**config.mk**
```make
export PLATFORM = sky130hd
export DESIGN_NAME = rational_arith_reduce_unit
export DESIGN_NICKNAME = d
export VERILOG_FILES = /design/src/rar_pkg.sv /design/src/rar_gcd_div.sv /design/src/rar_front.sv /design/src/rar_back.sv /design/src/rational_arith_reduce_unit.sv
export VERILOG_INCLUDE_DIRS = /design/src /design/src/src
export SDC_FILE = /design/constraint.sdc
export NUM_CORES = 2
export LEC_CHECK = 0
export ABC_CLOCK_PERIOD_IN_PS = 18340
export BUFFER_PORTS_ARGS = -buffer_cell sky130_fd_sc_hd__buf_2
export CORE_ASPECT_RATIO = 0.8
export CORE_MARGIN = 2
export CORE_UTILIZATION = 43
export DETAILED_ROUTE_END_ITERATION = 10
export PLACE_DENSITY_LB_ADDON = 0.3
export SKIP_CTS_REPAIR_TIMING = 1
export SLEW_MARGIN = 20
export SYNTH_ARGS = -nofsm -noshare
export SYNTH_HDL_FRONTEND = slang
export SYNTH_SLANG_ARGS = --single-unit
```
**constraint.sdc**
```tcl
create_clock -name clk -period 18.34 [get_ports clk]
set_input_delay 1.834 -clock clk [delete_from_list [all_inputs] [get_ports clk]]
set_output_delay 1.834 -clock clk [all_outputs]
set_load 0.01 [all_outputs]
```
**src/rational_arith_reduce_unit_macros.svh**
```systemverilog
// ----------------------------------------------------------------------------
// Assertion macros for the rational arithmetic unit
// Shared helpers for writing concurrent checks in the RTL.
// ----------------------------------------------------------------------------
`ifndef RATIONAL_ARITH_REDUCE_UNIT_MACROS_SVH
`define RATIONAL_ARITH_REDUCE_UNIT_MACROS_SVH
`ifndef SYNTHESIS
`define RAR_ASSERT_IMP(label, clk, rst_n, ante, cons) \
	label: assert property (@(posedge clk) disable iff (!rst_n) (ante) |-> (cons)) \
	else $error("assertion failed");
`define RAR_ASSERT_NXT(label, clk, rst_n, ante, cons) \
	label: assert property (@(posedge clk) disable iff (!rst_n) (ante) |=> (cons)) \
	else $error("assertion failed");
`else
`define RAR_ASSERT_IMP(label, clk, rst_n, ante, cons)
`define RAR_ASSERT_NXT(label, clk, rst_n, ante, cons)
`endif
`endif

```
**src/rar_pkg.sv**
```systemverilog
// ----------------------------------------------------------------------------
// Rational arithmetic package
// Action codes and the result width RES_BITS for the front and the back.
// ----------------------------------------------------------------------------
package rar_pkg;
	localparam logic [2:0] ACT_ADD = 3'd0;
	localparam logic [2:0] ACT_SUB = 3'd1;
	localparam logic [2:0] ACT_MUL = 3'd2;
	localparam logic [2:0] ACT_DIV = 3'd3;
	localparam logic [2:0] ACT_RED = 3'd4;
	localparam int RES_BITS = 33;
endpackage

```
**src/rar_gcd_div.sv**
```systemverilog
// ----------------------------------------------------------------------------
// Fraction reducer
// Replaces a zero denominator by 1, finds the GCD of the magnitudes by a
// restoring shift-subtract remainder, then divides both parts by it.
// One quotient or remainder bit per cycle.
// ----------------------------------------------------------------------------
module rar_gcd_div
	import rar_pkg::*;
#(
	parameter int W = 33
) (
	input  logic                clk,
	input  logic                arst_n,
	input  logic                start,
	input  logic signed [W-1:0] num,
	input  logic signed [W-1:0] den,
	output logic                done,
	output logic signed [W-1:0] q_num,
	output logic signed [W-1:0] q_den,
	output logic                zflag
);
	localparam int CW = $clog2(W + 1);
	typedef enum logic [2:0] {S_IDLE, S_GCD_CHK, S_REM, S_DIVN, S_DIVD, S_DONE} state_t;
	state_t state_q;
	logic [W-1:0] x_q, y_q, g_q, rem_q, quo_q, dvd_q, nmag_q, dmag_q;
	logic [CW-1:0] cnt_q;
	logic nneg_q, dneg_q;
	logic [W:0] trial;
	logic [W-1:0] n_abs, d_abs;

	assign n_abs = num[W-1] ? W'(-num) : num;
	assign d_abs = (den == '0) ? W'(1) : (den[W-1] ? W'(-den) : den);
	assign trial = {rem_q, dvd_q[W-1]} - {1'b0, (state_q == S_REM) ? y_q : g_q};
	assign done = (state_q == S_DONE);

	always_ff @(posedge clk or negedge arst_n) begin
		if (!arst_n) begin
			state_q <= S_IDLE;
			cnt_q <= '0;
			zflag <= 1'b0;
		end else begin
			unique case (state_q)
				S_IDLE: begin
					if (start) begin
						x_q <= n_abs;
						y_q <= d_abs;
						nmag_q <= n_abs;
						dmag_q <= d_abs;
						nneg_q <= num[W-1];
						dneg_q <= (den == '0) ? 1'b0 : den[W-1];
						zflag <= (den == '0);
						state_q <= S_GCD_CHK;
					end
				end
				S_GCD_CHK: begin
					if (y_q == '0) begin
						g_q <= (x_q == '0) ? W'(1) : x_q;
						dvd_q <= nmag_q;
						rem_q <= '0;
						cnt_q <= CW'(W);
						state_q <= S_DIVN;
					end else begin
						dvd_q <= x_q;
						rem_q <= '0;
						cnt_q <= CW'(W);
						state_q <= S_REM;
					end
				end
				S_REM, S_DIVN, S_DIVD: begin
					if (!trial[W]) begin
						rem_q <= trial[W-1:0];
						quo_q <= {quo_q[W-2:0], 1'b1};
					end else begin
						rem_q <= {rem_q[W-2:0], dvd_q[W-1]};
						quo_q <= {quo_q[W-2:0], 1'b0};
					end
					dvd_q <= dvd_q << 1;
					cnt_q <= cnt_q - 1'b1;
					if (cnt_q == CW'(1)) begin
						if (state_q == S_REM) begin
							x_q <= y_q;
							y_q <= trial[W] ? {rem_q[W-2:0], dvd_q[W-1]} : trial[W-1:0];
							state_q <= S_GCD_CHK;
						end else if (state_q == S_DIVN) begin
							q_num <= nneg_q ? W'(-{quo_q[W-2:0], ~trial[W]})
								: {quo_q[W-2:0], ~trial[W]};
							dvd_q <= dmag_q;
							rem_q <= '0;
							cnt_q <= CW'(W);
							state_q <= S_DIVD;
						end else begin
							q_den <= dneg_q ? W'(-{quo_q[W-2:0], ~trial[W]})
								: {quo_q[W-2:0], ~trial[W]};
							state_q <= S_DONE;
						end
					end
				end
				S_DONE: state_q <= S_IDLE;
				default: state_q <= S_IDLE;
			endcase
		end
	end
endmodule

```
**src/rar_front.sv**
```systemverilog
// ----------------------------------------------------------------------------
// Front end
// Accepts items and sign-extends operands into a two-entry queue.
// ----------------------------------------------------------------------------
module rar_front
	import rar_pkg::*;
#(
	parameter int OPERAND_BITS = 16
) (
	input  logic        clk,
	input  logic        arst_n,
	input  logic        valid,
	output logic        ready,
	input  logic [2:0]  action,
	input  logic signed [15:0] a_num, a_den, b_num, b_den,
	output logic        q_valid,
	input  logic        q_pop,
	output logic [2:0]  q_act,
	output logic signed [15:0] q_an, q_ad, q_bn, q_bd
);
	logic [2:0] act_q [2];
	logic signed [15:0] an_q [2], ad_q [2], bn_q [2], bd_q [2];
	logic rd_q, wr_q;
	logic [1:0] cnt_q;

	function automatic logic signed [15:0] sx(input logic [15:0] v);
		return 16'(signed'(v[OPERAND_BITS-1:0]));
	endfunction

	assign ready = (cnt_q != 2'd2);
	assign q_valid = (cnt_q != 2'd0);
	assign q_act = act_q[rd_q];
	assign q_an = an_q[rd_q];
	assign q_ad = ad_q[rd_q];
	assign q_bn = bn_q[rd_q];
	assign q_bd = bd_q[rd_q];

	always_ff @(posedge clk or negedge arst_n) begin
		if (!arst_n) begin
			rd_q <= 1'b0;
			wr_q <= 1'b0;
			cnt_q <= '0;
		end else begin
			if (valid && ready) begin
				act_q[wr_q] <= action;
				an_q[wr_q] <= sx(a_num);
				ad_q[wr_q] <= sx(a_den);
				bn_q[wr_q] <= sx(b_num);
				bd_q[wr_q] <= sx(b_den);
				wr_q <= ~wr_q;
			end
			if (q_pop && q_valid) rd_q <= ~rd_q;
			cnt_q <= cnt_q + 2'((valid && ready) ? 1 : 0) - 2'((q_pop && q_valid) ? 1 : 0);
		end
	end
endmodule

```
**src/rar_back.sv**
```systemverilog
// ----------------------------------------------------------------------------
// Back end
// Reduces A (and B), forms products (not for reduce), reduces, holds result.
// ----------------------------------------------------------------------------
module rar_back
	import rar_pkg::*;
(
	input  logic        clk,
	input  logic        arst_n,
	input  logic        q_valid,
	output logic        q_pop,
	input  logic [2:0]  q_act,
	input  logic signed [15:0] q_an, q_ad, q_bn, q_bd,
	output logic        valid,
	input  logic        ready,
	output logic signed [32:0] res_num,
	output logic signed [32:0] res_den,
	output logic        zero_den
);
	typedef enum logic [2:0] {B_IDLE, B_RA, B_RB, B_MUL, B_SUM, B_RR, B_OUT} state_t;
	state_t state_q;
	logic [2:0] act_q;
	logic signed [32:0] bn_q, bd_q, an_q, ad_q, p1_q, p2_q, p3_q;
	logic flag_q, gstart, gdone, gz;
	logic signed [32:0] gn, gd, gq_n, gq_d;
	logic is_red;

	// Reduced operands fit in 17 signed bits; the product is formed at full width.
	function automatic logic signed [32:0] smul(input logic signed [16:0] x,
			input logic signed [16:0] y);
		logic signed [33:0] p;
		p = x * y;
		return p[32:0];
	endfunction

	assign is_red = !(act_q == ACT_ADD || act_q == ACT_SUB || act_q == ACT_MUL
		|| act_q == ACT_DIV);
	assign q_pop = (state_q == B_IDLE);

	rar_gcd_div #(.W(33)) u_gcd (
		.clk(clk), .arst_n(arst_n), .start(gstart), .num(gn), .den(gd),
		.done(gdone), .q_num(gq_n), .q_den(gq_d), .zflag(gz)
	);

	always_ff @(posedge clk or negedge arst_n) begin
		if (!arst_n) begin
			state_q <= B_IDLE;
			valid <= 1'b0;
			gstart <= 1'b0;
		end else begin
			gstart <= 1'b0;
			unique case (state_q)
				B_IDLE: begin
					if (q_valid) begin
						act_q <= q_act;
						bn_q <= 33'(q_bn);
						bd_q <= 33'(q_bd);
						gn <= 33'(q_an);
						gd <= 33'(q_ad);
						gstart <= 1'b1;
						flag_q <= 1'b0;
						state_q <= B_RA;
					end
				end
				B_RA: if (gdone) begin
					an_q <= gq_n;
					ad_q <= gq_d;
					flag_q <= gz;
					if (is_red) begin
						gn <= gq_n;
						gd <= gq_d;
						state_q <= B_RR;
					end else begin
						gn <= bn_q;
						gd <= bd_q;
						state_q <= B_RB;
					end
					gstart <= 1'b1;
				end
				B_RB: if (gdone) begin
					bn_q <= gq_n;
					bd_q <= gq_d;
					flag_q <= flag_q | gz;
					state_q <= B_MUL;
				end
				B_MUL: begin
					p1_q <= smul(an_q[16:0], bd_q[16:0]);
					case (act_q)
						ACT_MUL: p2_q <= smul(an_q[16:0], bn_q[16:0]);
						ACT_DIV: p2_q <= smul(an_q[16:0], bd_q[16:0]);
						default: p2_q <= smul(bn_q[16:0], ad_q[16:0]);
					endcase
					p3_q <= (act_q == ACT_DIV) ? smul(ad_q[16:0], bn_q[16:0])
						: smul(ad_q[16:0], bd_q[16:0]);
					state_q <= B_SUM;
				end
				B_SUM: begin
					case (act_q)
						ACT_ADD: gn <= p1_q + p2_q;
						ACT_SUB: gn <= p1_q - p2_q;
						default: gn <= p2_q;
					endcase
					gd <= p3_q;
					gstart <= 1'b1;
					state_q <= B_RR;
				end
				B_RR: if (gdone) begin
					res_num <= gq_n;
					res_den <= gq_d;
					zero_den <= flag_q | gz;
					valid <= 1'b1;
					state_q <= B_OUT;
				end
				B_OUT: if (ready) begin
					valid <= 1'b0;
					state_q <= B_IDLE;
				end
				default: state_q <= B_IDLE;
			endcase
		end
	end
endmodule

```
**src/rational_arith_reduce_unit.sv**
```systemverilog
// Timing: each item runs through the GCD remainder loop, one remainder pass per
// Euclid step, and two divisions in each reduction (two reductions for reduce,
// three otherwise).
// Throughput: one item at a time in the back end; the front queue holds two more.
// Reset: arst_n clears the queue and all control state asynchronously.
// ----------------------------------------------------------------------------
// Rational arithmetic unit with GCD reduction (top level)
// ----------------------------------------------------------------------------
`include "rational_arith_reduce_unit_macros.svh"
module rational_arith_reduce_unit
	import rar_pkg::*;
#(
	parameter int OPERAND_BITS = 16
) (
	input  logic        clk,
	input  logic        arst_n,
	input  logic        in_valid,
	output logic        in_ready,
	input  logic [2:0]  action,
	input  logic signed [15:0] a_num,
	input  logic signed [15:0] a_den,
	input  logic signed [15:0] b_num,
	input  logic signed [15:0] b_den,
	output logic        out_valid,
	input  logic        out_ready,
	output logic signed [32:0] res_num,
	output logic signed [32:0] res_den,
	output logic        zero_den
);
	logic qv, qp;
	logic [2:0] qa;
	logic signed [15:0] qan, qad, qbn, qbd;

	rar_front #(.OPERAND_BITS(OPERAND_BITS)) u_front (
		.clk(clk), .arst_n(arst_n), .valid(in_valid), .ready(in_ready),
		.action(action), .a_num(a_num), .a_den(a_den), .b_num(b_num), .b_den(b_den),
		.q_valid(qv), .q_pop(qp), .q_act(qa), .q_an(qan), .q_ad(qad),
		.q_bn(qbn), .q_bd(qbd)
	);

	rar_back u_back (
		.clk(clk), .arst_n(arst_n), .q_valid(qv), .q_pop(qp), .q_act(qa),
		.q_an(qan), .q_ad(qad), .q_bn(qbn), .q_bd(qbd), .valid(out_valid),
		.ready(out_ready), .res_num(res_num), .res_den(res_den), .zero_den(zero_den)
	);

	`RAR_ASSERT_IMP(a_den_nz, clk, arst_n, out_valid, res_den != '0)
	`RAR_ASSERT_NXT(a_hold, clk, arst_n, out_valid && !out_ready, out_valid)
endmodule

```
======== Word level (Yosys, flattened, before mapping) ========
Memories as Yosys holds them, arrays and structs flattened. A register that Yosys moved wholly into a read port is not among the register bits.
Cells that the tools add are included.
W data, S select, Z words.
storage, ports and cells
  register bits ........................... 683
  memory bits (writable) .................. 134
  input bits .............................. 71
  output and inout bits ................... 69
  logic and storage cells ................. 193
  memories kept ........................... 5
memories
  memory         depth  bits a word  read ports  clocked after memory_dff  write ports  line             RTL
  u_front.ad_q   2      16           1           0                         1            rar_front.sv:22  logic signed [15:0] an_q [2], ad_q [2], bn_q [2], bd_q [2];
  u_front.an_q   2      16           1           0                         1            rar_front.sv:22
  u_front.bd_q   2      16           1           0                         1            rar_front.sv:22
  u_front.bn_q   2      16           1           0                         1            rar_front.sv:22
  u_front.act_q  2      3            1           1                         1            rar_front.sv:21  logic [2:0] act_q [2];
cells by class
  add/sub/neg operators ................... 9
  multipliers ............................. 4
  equal/unequal tests ..................... 24
  mux-type cells .......................... 73
  bitwise logic cells ..................... 6
  reduce and logical (&&, ||, !) cells .... 38
operator list
  cell                  number
  $mux W33              31
  $pmux W33 S2          8
  $pmux W33 S3          2
  $mul A17 B17 Y33      4
  $logic_not A33 Y1     3
  $neg A33 Y33          3
  $sub A34 B33 Y34      1
  $add A33 B33 Y33      1
  $sub A33 B33 Y33      1
  $mux W3               9
  $reduce_and A5 Y1     5
  $pmux W3 S7           1
  $eq A3 B2 Y1 const B  6
  $mux W6               3
  $reduce_and A3 Y1     6
  $eq A3 B3 Y1 const B  5
  $mux W1               14
  $pmux W6 S2           1
  $ne A2 B1 Y1 const B  5
  $reduce_and A2 Y1     5
  $reduce_bool A2 Y1    5
  $eq A3 B1 Y1 const B  3
  $logic_not A3 Y1      3
  $pmux W3 S3           1
  other kinds (14)      28

======== Logic depth before layout (Yosys ltp) ========
  word-level depth ........................ 8
  mapped depth ............................ 27
  mapped depth without buffers ............ 25

======== Cells and area by module ========
A second synthesis with hierarchy kept.
unflattened totals
  cell total of the unflattened synthesis .. 7,789
  area total of the unflattened synthesis .. 81,939.8 µm²
by module, submodules not included
  module       instances  cells an instance  area an instance (µm²)  sequential area each (µm²)
  rar_back     1          6,007              58,934.0                10,214.8
  rar_gcd_div  1          1,554              17,877.1                10,189.8
  rar_front    1          228                5,128.7                 4,124.0

======== Worst setup path before layout ========
No wires, ideal clock.
  kind .................................... input to register
  from .................................... in arst_n
  to ...................................... reg u_back.bd_q[0] (enable)
  library setup time ...................... 842 ps
  arrival time ............................ 12,227 ps
  data required time ...................... 17,498 ps
  slack ................................... 5,271 ps
  stages .................................. 2
  buffers on the path ..................... 0
  cells stage by stage .................... nand2b_1 > a2111oi_0
on the way
  cells in the longest elaborated chain, start to end .. 1
RTL lines
  what                         line                              RTL
  start, declared              rational_arith_reduce_unit.sv:16  input logic arst_n,
  $reduce_and A4 Y1 (no line)  n/a
  end signal, assigned         rar_back.sv:57                    bd_q <= 33'(q_bd);
  end signal, assigned         rar_back.sv:82                    bd_q <= gq_d;
  end, declared                rar_back.sv:23                    logic signed [32:0] bn_q, bd_q, an_q, ad_q, p1_q, p2_q, p3_q;
No other way between the ends.
A chain may end at the register's enable or synchronous reset.

======== Worst setup path after layout ========
  from .................................... reg u_back.bd_q[2]
  to ...................................... reg u_back.p2_q[32], data pin
on the way
  cells in the longest elaborated chain, start to end .. 2
RTL lines
  what                  line            RTL
  $mul A17 B17 Y33      rar_back.sv:32  p = x * y;
  $pmux W33 S2          rar_back.sv:88  case (act_q)
  end signal, assigned  rar_back.sv:89  ACT_MUL: p2_q <= smul(an_q[16:0], bn_q[16:0]);
  end signal, assigned  rar_back.sv:90  ACT_DIV: p2_q <= smul(an_q[16:0], bd_q[16:0]);
  end signal, assigned  rar_back.sv:91  default: p2_q <= smul(bn_q[16:0], ad_q[16:0]);
  end, declared         rar_back.sv:23
No other way between the ends.

==> metrics <==
status finished, final reports clean; Overall Power approximately 5.7 mW; vias per std cell 5.58; Mean Syn Cell Area between 10 and 15 sq um; fin area 0.0875 sq mm; Hold Slack 474 ps; Final nets about 9400; reg-to-reg slack, setup 10170 ps; PwrDens 65.1 mW/mm^2; crit share post-route 44.5%; post-layout minimum cycle time 8170 ps; FMAX between 100 and 150 MHz; Max Cap Viol 0; count leader, synth inv_1; Peak VDD IR ~0.087 mV; DR pass1 iterations 6; met1 global-route usage between 30% and 40%; Pleak roughly 38 nW; clock sinks 820; area leader, netlist edfxtp_1; RePlAce Congestion 0.945; top post-synthesis cells by area edfxtp_1 30%, fa_1 29%, ha_1 6.2%; Mapped Area 0.0814 sq mm; Synth Instances 7790; Slew Viols, Final 0; Area growth syn-to-layout 7.48%; Async S/R FF share, synth 2.32%; DP Area between 0.08 and 0.09 sq mm; ys flop type edfxtp_1; ANT nets after route 0; final setup violation count 0; die height 393 um; H-tree levels 3; share of layout cells above drive strength 1 under 10%; die width 490 um; clock buffer count from CTS 83; vias in the first global route 59500; clk slew on worst S/H paths 90 ps; Core Util, Final between 40% and 50%; global-route wire length before repair around 380000 um; critical path type register to register; worst-path maximum fanout 17; PortBufs 139; Worst Path Arrival a little under 9000 ps; Ys Warns 0; final wirelength 252000 um; crit path launch type register; Overflow after GRT 0; via count between 50000 and 60000; Tot GR Track Use 26.4%; Synth cell types 83; DR DRC count 0; Root Driver clkbuf_16; worst path required time ~19000 ps; DR iter-0 viols approximately 6100; routing usage on met2 38.6%; Clock Path Buffers 3; top cell type's share of synthesized area 29.5%; Setup TNS Final 0 ps; FF+latch count, synth 820; initial core utilization 43.4%; Final WS setup 10170 ps; RSZ-0062 raised after global routing false; Ports 140; Wirelength per Cell 24.4 um; CTS tree yes; die footprint a little under 0.2 sq mm; worst skew pair latency 730 ps; Hold Vio Cnt, Final 0; dpl ws 10340 ps; dpl cells around 10000; core area approximately 0.19 sq mm; Worst Setup End Kind register; DP Wirelength 188000 um; Final Non-Filler Cells 10300; busiest grt layer met2; Setup Skew a little over 60 ps; Mapped Nets around 9400; initial antenna violation count 16; met3 Track Usage GR approximately 7.4%; pin count of the biggest net entering global routing 89; Slew HR 5.01%; sequential area share after synthesis 30.1%; row count roughly 140; worst min path class register to register; FILL cells 17400; Commonest cells post-synth 1315 x inv_1, 1162 x fa_1, 941 x nand2_1; Post-synth EDFFs 801; Least-Margin Pin Slew 1410 ps
[cell usage in the layout, fill, tap and decap left out, types with 17 or more instances in the layout]
cell type,instances
a21o_1,107
xnor2_1,262
nand4_1,18
nor2_1,260
or2_2,17
o21bai_1,24
fa_1,1162
mux2i_1,223
or3_1,42
o21a_1,23
nor4_1,28
clkbuf_1,22
inv_1,1315
nor2b_1,54
nand2b_1,57
dfrtp_1,18
buf_2,139
xor2_1,99
nor3_1,44
o221ai_1,32
a211oi_1,64
nand3_1,34
nand2_1,940
and3_1,17
a21oi_1,252
mux2_2,35
o31ai_1,52
ha_1,405
edfxtp_1,801
clkbuf_16,83
clkinv_1,20
a31oi_1,24
o21ai_0,245
buf_4,128
and2_1,511
a221o_1,20
[worst max-delay path, cell delays in order, from the launching register on]
cell	delay [ps]
edfxtp_1	870
nand2_1	180
fa_1	530
fa_1	570
fa_1	450
fa_1	560
inv_1	60
fa_1	490
inv_1	60
fa_1	480
inv_1	50
ha_1	340
a211oi_1	310
nor2_1	130
o41ai_1	820
o31ai_1	390
o21ai_0	630
o21ai_0	250
o21ai_0	270
a21oi_1	110
a31oi_1	240
o221a_2	230
[routing by layer]
metal  up-vias  wire length [um]  part of all wire, %
li1      24900                 -                    -
met3       416             28600                   11
met1     29500            108000                   43
met2      2697            107000                   42
met4        24              8480                  3.4
met5         -               173                0.069
[where the power goes]
group          switching [mW]  internal, mW  total (mW)
Clock                   0.798         0.934        1.73
Sequential             0.0977          2.34        2.44
Combinational           0.936         0.589        1.52
[worst paths after layout]
check,from,end,cells past startpoint
max,u_back.bd_q[2],u_back.p2_q[32],21
min,u_back.gn[0],u_back.u_gcd.nmag_q[0],0
max reg2reg,u_back.bd_q[2],u_back.p2_q[32],21
min reg2reg,u_back.gn[0],u_back.u_gcd.nmag_q[0],0
max in group asynchronous,arst_n,u_front.rd_q,1
min in group asynchronous,arst_n,u_front.wr_q,1
[layout make-up]
type                       instances  area, sq um  area share [%]
antenna                            3         7.51         0.00858
clock inverter                    47          507           0.579
clock buffer                     105         2160            2.47
tap                             2520         3150            3.60
inverter                        1317         4940            5.65
timing repair buffer             269         1680            1.92
multi-input combinational       5237        50500            57.7
sequential                       820        24500            28.0
[logic make-up after synthesis]
kind of cell / after synthesis / share of synthesized area (%)
muxes: 258 / 3.23
adders and majority gates: 1567 / 34.8
and+or+nand+nor: 2083 / 12.3
buffers and inverters: 1733 / 8.01
xor gates and xnor gates: 362 / 3.90
DFF: 820 / 30.1
AOI/OAI and AO/OA: 967 / 7.67
Note: power is estimated with default switching activity, not from simulation.
